==> src/design/days_between_dates_assert.svh <==
// Assertion macros for the date-difference top level.
`ifndef DAYS_BETWEEN_DATES_ASSERT_SVH
`define DAYS_BETWEEN_DATES_ASSERT_SVH

// Checked at every rising clock edge outside of reset.
`define DBD_ASSERT(lbl, prop, msg) \
  lbl: assert property (@(posedge clk) disable iff (rst) prop) else $error(msg);

// Checked at every rising clock edge, reset included.
`define DBD_ASSERT_ALWAYS(lbl, prop, msg) \
  lbl: assert property (@(posedge clk) prop) else $error(msg);

`endif

==> src/design/dbd_pkg.sv <==
// Shared widths, calendar constants and the month offset table.
package dbd_pkg;

  localparam int DAY_W    = 5;
  localparam int MONTH_W  = 4;
  localparam int YEAR_W   = 14;
  localparam int DN_W     = 22;
  localparam int COUNT_W  = 22;
  localparam int MOFF_W   = 9;

  localparam int MAX_YEAR        = 9999;
  localparam int MONTHS_PER_YEAR = 12;
  localparam int DAYS_PER_YEAR   = 365;

  // Division by 100 as a multiply by a rounded-up reciprocal; exact for values below 43690.
  localparam int DIV100_MUL   = 5243;
  localparam int DIV100_MUL_W = 13;
  localparam int DIV100_SHIFT = 19;
  localparam int PROD_W       = YEAR_W + DIV100_MUL_W;
  localparam int Q_W          = 7;
  localparam int P365_W       = YEAR_W + 9;

  localparam logic [COUNT_W-1:0] COUNT_MAX = '1;

  // Days in the year before the first of the given month (1 is January).
  function automatic logic [MOFF_W-1:0] days_before_month(input logic [MONTH_W-1:0] mon);
    logic [MOFF_W-1:0] d;
    unique case (mon)
      4'd1:    d = 9'd0;
      4'd2:    d = 9'd31;
      4'd3:    d = 9'd59;
      4'd4:    d = 9'd90;
      4'd5:    d = 9'd120;
      4'd6:    d = 9'd151;
      4'd7:    d = 9'd181;
      4'd8:    d = 9'd212;
      4'd9:    d = 9'd243;
      4'd10:   d = 9'd273;
      4'd11:   d = 9'd304;
      4'd12:   d = 9'd334;
      default: d = 9'd0;
    endcase
    return d;
  endfunction

endpackage

==> src/design/dbd_day_num.sv <==
// Four-stage pipeline that turns one calendar date into its day number.
module dbd_day_num (
  input  logic                            clk,
  input  logic                            en,
  input  logic [dbd_pkg::DAY_W-1:0]       day,
  input  logic [dbd_pkg::MONTH_W-1:0]     month,
  input  logic [dbd_pkg::YEAR_W-1:0]      year,
  output logic [dbd_pkg::DN_W-1:0]        day_num
);

  // Stage 1 registers: clamped month and year, elapsed years.
  logic [dbd_pkg::DAY_W-1:0]    s1_day;
  logic [dbd_pkg::MONTH_W-1:0]  s1_mon;
  logic [dbd_pkg::YEAR_W-1:0]   s1_yr;
  logic [dbd_pkg::YEAR_W-1:0]   s1_p;

  // Stage 2 registers: reciprocal products and the plain year days.
  logic [dbd_pkg::DAY_W-1:0]    s2_day;
  logic [dbd_pkg::MONTH_W-1:0]  s2_mon;
  logic [dbd_pkg::YEAR_W-1:0]   s2_yr;
  logic [dbd_pkg::YEAR_W-1:0]   s2_p;
  logic [dbd_pkg::PROD_W-1:0]   s2_prod_p;
  logic [dbd_pkg::PROD_W-1:0]   s2_prod_y;
  logic [dbd_pkg::P365_W-1:0]   s2_p365;

  // Stage 3 registers: days before the year and before the month.
  logic [dbd_pkg::DAY_W-1:0]    s3_day;
  logic [dbd_pkg::DN_W-1:0]     s3_year_base;
  logic [dbd_pkg::MOFF_W-1:0]   s3_moff;

  logic [dbd_pkg::MONTH_W-1:0]  mon_clamp;
  logic [dbd_pkg::YEAR_W-1:0]   yr_clamp;
  logic [dbd_pkg::Q_W-1:0]      cent_p;
  logic [dbd_pkg::Q_W-1:0]      cent_y;
  logic [dbd_pkg::YEAR_W-1:0]   cent_y_x100;
  logic                         is_leap;
  logic [dbd_pkg::DN_W-1:0]     year_base;
  logic [dbd_pkg::MOFF_W-1:0]   moff;

  // Out-of-range months and years are pulled to the nearest legal value.
  always_comb begin
    mon_clamp = month;
    if (month == '0) begin
      mon_clamp = dbd_pkg::MONTH_W'(1);
    end else if (month > dbd_pkg::MONTH_W'(dbd_pkg::MONTHS_PER_YEAR)) begin
      mon_clamp = dbd_pkg::MONTH_W'(dbd_pkg::MONTHS_PER_YEAR);
    end
    yr_clamp = year;
    if (year == '0) begin
      yr_clamp = dbd_pkg::YEAR_W'(1);
    end else if (year > dbd_pkg::YEAR_W'(dbd_pkg::MAX_YEAR)) begin
      yr_clamp = dbd_pkg::YEAR_W'(dbd_pkg::MAX_YEAR);
    end
  end

  always_ff @(posedge clk) begin
    if (en) begin
      s1_day <= day;
      s1_mon <= mon_clamp;
      s1_yr  <= yr_clamp;
      s1_p   <= yr_clamp - dbd_pkg::YEAR_W'(1);
    end
  end

  // Multiplies for the century counts of the elapsed years and of the year itself.
  always_ff @(posedge clk) begin
    if (en) begin
      s2_day    <= s1_day;
      s2_mon    <= s1_mon;
      s2_yr     <= s1_yr;
      s2_p      <= s1_p;
      s2_prod_p <= dbd_pkg::PROD_W'(s1_p) * dbd_pkg::PROD_W'(dbd_pkg::DIV100_MUL);
      s2_prod_y <= dbd_pkg::PROD_W'(s1_yr) * dbd_pkg::PROD_W'(dbd_pkg::DIV100_MUL);
      s2_p365   <= dbd_pkg::P365_W'(s1_p) * dbd_pkg::P365_W'(dbd_pkg::DAYS_PER_YEAR);
    end
  end

  // Leap rule, the day count of all whole years before this one and the month offset.
  always_comb begin
    cent_p      = s2_prod_p[dbd_pkg::DIV100_SHIFT +: dbd_pkg::Q_W];
    cent_y      = s2_prod_y[dbd_pkg::DIV100_SHIFT +: dbd_pkg::Q_W];
    cent_y_x100 = dbd_pkg::YEAR_W'(cent_y) * dbd_pkg::YEAR_W'(100);
    is_leap     = (s2_yr[1:0] == 2'b00) &&
                  ((s2_yr != cent_y_x100) || (cent_y[1:0] == 2'b00));
    year_base   = dbd_pkg::DN_W'(s2_p365)
                + dbd_pkg::DN_W'(s2_p >> 2)
                - dbd_pkg::DN_W'(cent_p)
                + dbd_pkg::DN_W'(cent_p >> 2);
    moff        = dbd_pkg::days_before_month(s2_mon)
                + dbd_pkg::MOFF_W'((s2_mon > dbd_pkg::MONTH_W'(2)) && is_leap);
  end

  always_ff @(posedge clk) begin
    if (en) begin
      s3_day       <= s2_day;
      s3_year_base <= year_base;
      s3_moff      <= moff;
    end
  end

  // Final sum of year, month and day parts.
  always_ff @(posedge clk) begin
    if (en) begin
      day_num <= s3_year_base + dbd_pkg::DN_W'(s3_moff) + dbd_pkg::DN_W'(s3_day);
    end
  end

endmodule

==> src/design/days_between_dates.sv <==
// An accepted request moves through the day-number stages, subtract stage and output register.
// Throughput: one request per cycle unless a result is stalled; the two day-number pipelines
// and the subtract stage each take a new date pair every cycle while nothing is stalled.
// A stalled result freezes the whole pipeline in place, so nothing is lost or repeated.
// Synchronous active-high reset clears every stage valid; payload registers are not reset.
`include "days_between_dates_assert.svh"

// Top level: two day-number pipelines, a compare and subtract stage and the output register.
module days_between_dates (
  input  logic                            clk,
  input  logic                            rst,
  input  logic                            req_valid,
  output logic                            req_stall,
  input  logic [dbd_pkg::DAY_W-1:0]       start_day,
  input  logic [dbd_pkg::MONTH_W-1:0]     start_month,
  input  logic [dbd_pkg::YEAR_W-1:0]      start_year,
  input  logic [dbd_pkg::DAY_W-1:0]       end_day,
  input  logic [dbd_pkg::MONTH_W-1:0]     end_month,
  input  logic [dbd_pkg::YEAR_W-1:0]      end_year,
  input  logic                            include_end_day,
  output logic                            res_valid,
  input  logic                            res_stall,
  output logic [dbd_pkg::COUNT_W-1:0]     day_count
);

  localparam int NUM_STAGES = 5;

  logic                          en;
  logic [NUM_STAGES-1:0]         vld;
  logic [NUM_STAGES-2:0]         flag;
  logic [dbd_pkg::DN_W-1:0]      start_num;
  logic [dbd_pkg::DN_W-1:0]      end_num;
  logic [dbd_pkg::DN_W-1:0]      diff;
  logic                          diff_flag;
  logic [dbd_pkg::COUNT_W:0]     count_sum;

  // The pipeline moves unless a finished result is held by the receiver.
  assign en        = !(res_valid && res_stall);
  assign req_stall = !en;

  dbd_day_num u_start_num (
    .clk     (clk),
    .en      (en),
    .day     (start_day),
    .month   (start_month),
    .year    (start_year),
    .day_num (start_num)
  );

  dbd_day_num u_end_num (
    .clk     (clk),
    .en      (en),
    .day     (end_day),
    .month   (end_month),
    .year    (end_year),
    .day_num (end_num)
  );

  // Valid bits travel alongside the day-number stages.
  always_ff @(posedge clk) begin
    if (rst) begin
      vld <= '0;
    end else if (en) begin
      vld <= {vld[NUM_STAGES-2:0], req_valid};
    end
  end

  // The include flag follows its request down the pipeline.
  always_ff @(posedge clk) begin
    if (en) begin
      flag <= {flag[NUM_STAGES-3:0], include_end_day};
    end
  end

  // Difference of day numbers, zero when the start is not earlier.
  always_ff @(posedge clk) begin
    if (en) begin
      diff      <= (start_num < end_num) ? (end_num - start_num) : '0;
      diff_flag <= flag[NUM_STAGES-2];
    end
  end

  assign count_sum = {1'b0, diff} + (dbd_pkg::COUNT_W + 1)'(diff_flag);

  // Output register: add one for the end day when it is included, and saturate.
  always_ff @(posedge clk) begin
    if (rst) begin
      res_valid <= 1'b0;
    end else if (en) begin
      res_valid <= vld[NUM_STAGES-1];
    end
  end

  always_ff @(posedge clk) begin
    if (en) begin
      day_count <= count_sum[dbd_pkg::COUNT_W] ? dbd_pkg::COUNT_MAX
                                                : count_sum[dbd_pkg::COUNT_W-1:0];
    end
  end

  // An accepted request always enters the first stage.
  `DBD_ASSERT(a_req_enters, req_valid && !req_stall |=> vld[0], "accepted request was dropped")
  // A taken result with an empty stage behind it leaves the output empty.
  `DBD_ASSERT(a_no_invent, res_valid && !res_stall && !vld[NUM_STAGES-1] |=> !res_valid,
              "result appeared without a request")
  // A held result keeps the stages behind it frozen.
  `DBD_ASSERT(a_freeze, res_valid && res_stall |=> $stable(vld) && $stable(diff),
              "pipeline moved under a stalled result")
  // Reset empties the output and every stage valid.
  `DBD_ASSERT_ALWAYS(a_reset_clears, rst |=> !res_valid && vld == '0,
                     "valid bits survived reset")

endmodule
==> config.mk <==
export PLATFORM = sky130hd
export DESIGN_NAME = days_between_dates
export DESIGN_NICKNAME = d
export VERILOG_FILES = /design/src/design/dbd_pkg.sv /design/src/design/dbd_day_num.sv /design/src/design/days_between_dates.sv
export VERILOG_INCLUDE_DIRS = /design/src /design/src/design
export SDC_FILE = /design/constraint.sdc
export NUM_CORES = 2
export LEC_CHECK = 0
export BUFFER_PORTS_ARGS = -buffer_cell sky130_fd_sc_hd__buf_4
export CORE_ASPECT_RATIO = 0.75
export CORE_MARGIN = 3
export CORE_UTILIZATION = 40
export CTS_BUF_LIST = sky130_fd_sc_hd__clkbuf_8
export CTS_CLUSTER_SIZE = 16
export DETAILED_ROUTE_END_ITERATION = 10
export PLACE_DENSITY = 0.61
export SLEW_MARGIN = 20
export SYNTH_ARGS = -nofsm -noshare
export SYNTH_HDL_FRONTEND = slang
export SYNTH_HIERARCHICAL = 1
export SYNTH_SLANG_ARGS = --single-unit
==> constraint.sdc <==
create_clock -name clk -period 23 [get_ports clk]
set_input_delay 6.9 -clock clk [delete_from_list [all_inputs] [get_ports clk]]
set_output_delay 6.9 -clock clk [all_outputs]
set_load 0.005 [all_outputs]
==> metrics <==
RSZ-0062 raised after global routing no; Post-synth ARST share 0%; DR vias 24000; CTS Sinks 405; synthesized flop and latch total 405; initial DRC count 1160; # DRC 0; Max IR drop VDD 0.0000704 V; Max Clock Freq 67.9 MHz; DPL Wire Length 64.4 mm; YS warnings 6; fin crit period 14.72 ns; die height 275 µm; Comb pwr share 68.7%; Area contributors post-synth edfxtp_1 (30%), ha_1 (21%), fa_1 (19%); Final setup viols 0; ANT nets after route 0; post-CTS sizing 0; PortBufs 74; Crit path required time 16.10 ns; Post-CTS Hold Fix Bufs 0; CP Class in2out; Placed Cells 4861; Synth Area in Adders 40.1%; count of final hold-check violations 0; worst slew pin tran 0.961 ns; mux contribution to synthesized area 0.508%; Final nets 4753; Die X 365 µm; aggregate global routing overflow 0; internal power 0.00351 W; worst skew pair latency 0.72 ns; worst min-delay path startpoint u_end_num/s2_day[0]; largest family of logic cells by synthesized area adder cells; drt wl/cell 15.7 µm; Period Utilization, post-route 64.0%; cell taking the most area after synthesis edfxtp_1; max cap viols 0; Min-Delay Path Class reg2reg; Post-synth EDFFs 381; Rows 98; Seq/Total Area, Yosys 30.8%; Mapped Nets 4620; GP Congestion 0.866; Cells after Synth 3552; initial antenna violation count 4; Synth Area per Inst 10.9 µm²; Critical Path Sink Type output pin; die area 101000 µm²; total setup buffers inserted after CTS 0; Vias/cell 4.81; CP Max Fanout 60; first-pass GRT wire length 129 mm; setup TNS 0 ns; io pins 75; Lkg Pwr 20.8 nW; Core Box Area 95600 µm²; Clock Path Buffers 3; Final Max Slew Viols 0; Sw Share 45.6%; CP Launch Type input port; total track usage 16.2%; arrival time worst endpoint 7.82 ns; Netlist Area Pre-Place 38700 µm²; commonest non-fill, non-tap cells in the layout inv_1 (885), ha_1 (644), edfxtp_1 (381), fa_1 (373), xnor2_1 (162); Initial Utilization 40.5%; Cell variety after synth 90; commonest non-fill, non-tap cell in the layout inv_1; reg-to-reg critical path startpoint u_end_num/s1_p[4]; Finished Layout Cells 4990; xor and xnor area share after synthesis 5.05%; clock root buffer master clkbuf_8; vias in the first global route 24000; clock-pin transition on the worst setup and hold timing paths 0.06 ns; status finished, final reports clean; Cell Pwr Density 153 nW/µm²; area growth from synthesis to layout 8.97%; Worst setup startpoint res_stall; Sw Pwr 0.00295 W; Post-Synth Simple-Gate Area 7.27%; Worst Skew 0.0486 ns; post-synth top area share 29.6%; number of iterations in the first detailed-routing pass 5; Clk pwr share 10.2%; compound-cell area share of the yosys netlist 7.51%; Worst slew margin 35.9%; Total Wirelength 78.3 mm; CTS tree yes; Post-synth top flop edfxtp_1; total CTS buffers 72; largest net degree at the start of global routing 76; H-Tree Depth 3; Seq pwr share 21.1%; share of cells above drive strength 1 5.86%
==> sequential cells by signal, indices dropped and copies added, names as in the netlist, 9 cells and up, named ones only <==
signal / cells
day_count: 22
diff: 22
u_end_num/day_num: 22
u_end_num/s1_p: 14
u_end_num/s1_yr: 14
u_end_num/s2_p: 14
u_end_num/s2_p365: 20
u_end_num/s2_yr: 14
u_end_num/s3_moff: 9
u_end_num/s3_year_base: 22
u_start_num/day_num: 22
u_start_num/s1_p: 14
u_start_num/s1_yr: 14
u_start_num/s2_p: 14
u_start_num/s2_p365: 20
u_start_num/s2_yr: 14
u_start_num/s3_moff: 9
u_start_num/s3_year_base: 22
==> cells by family (layout without fill, tap and decap cells) <==
| logic type | after synthesis | in the layout |
|---|---|---|
| mux | 19 | 19 |
| buf+inv | 895 | 1081 |
| other cells | 0 | 2 |
| compound gates | 441 | 441 |
| xor+xnor | 223 | 223 |
| fa+ha+maj | 1017 | 1017 |
| simple gates | 552 | 552 |
| flops | 405 | 405 |
==> final cells by class <==
cell class | instances | area [µm²]
Fill cell | 9002 | 53500
Multi-Input combinational cell | 2252 | 23400
Sequential cell | 405 | 11900
Inverter | 875 | 3280
Tap cell | 1250 | 1560
Clock buffer | 77 | 1060
Timing Repair Buffer | 79 | 593
Clock inverter | 50 | 325
Antenna cell | 2 | 5.00
==> worst max-delay path, cell delays in order <==
cell	delay, ns
buf_4	0.13
nand2_8	0.36
inv_1	0.24
buf_4	0.20
==> cell usage after synthesis (all sizes together) (46+ instances only) <==
master,instances
a21o,62
a21oi,132
edfxtp,381
fa,373
ha,644
inv,874
nand2,133
nand3,46
nor2,129
nor3,50
o21ai,82
xnor2,162
xor2,61
==> per-layer routing <==
metal  track usage [%]  vias up  part of all wire (%)
met5                 0        -                     0
met3              3.77       87                   6.0
met2              21.2      444                    37
met1              26.4    11400                    55
li1                  -    12100                     -
met4              3.25        0                   1.5
==> power groups by stage <==
stage | sequential (W) | combinational [W] | clock, W
floorplan | 0.00132 | 0.00343 | 0
global placement | 0.00138 | 0.00435 | 0
detailed placement | 0.00138 | 0.00440 | 0
CTS | 0.00137 | 0.00446 | 0.000688
global route | 0.00139 | 0.00514 | 0.000718
finish | 0.00136 | 0.00444 | 0.000656
==> metrics by stage <==
stage / area, µm² / setup WS, ns / hold WS [ns] / util (%) / power (W)
2_1_floorplan: 38700 / 3.78 / 0.400 / - / 0.00475
3_3_place_gp: 40800 / 8.25 / 0.402 / 42.6 / 0.00573
3_5_place_dp: 40800 / 8.23 / 0.407 / 42.6 / 0.00578
4_1_cts: 42200 / 8.23 / 0.414 / 44.1 / 0.00651
5_1_grt: 42200 / 8.16 / 0.416 / 44.1 / 0.00724
6_report: 42200 / 8.28 / 0.399 / 44.1 / 0.00646
==> path summary, 6_finish.rpt <==
| check | end | slack, ns | cells after the start |
|---|---|---|---|
| setup / recovery | req_stall | 8.28 | 4 |
| hold reg to reg | u_end_num/s3_day[0] | 0.40 | 0 |
| hold / removal | u_end_num/s3_day[0] | 0.40 | 0 |
| setup reg to reg | u_end_num/s2_prod_p[25] | 16.93 | 18 |
Power figures use the tool's default switching activity.
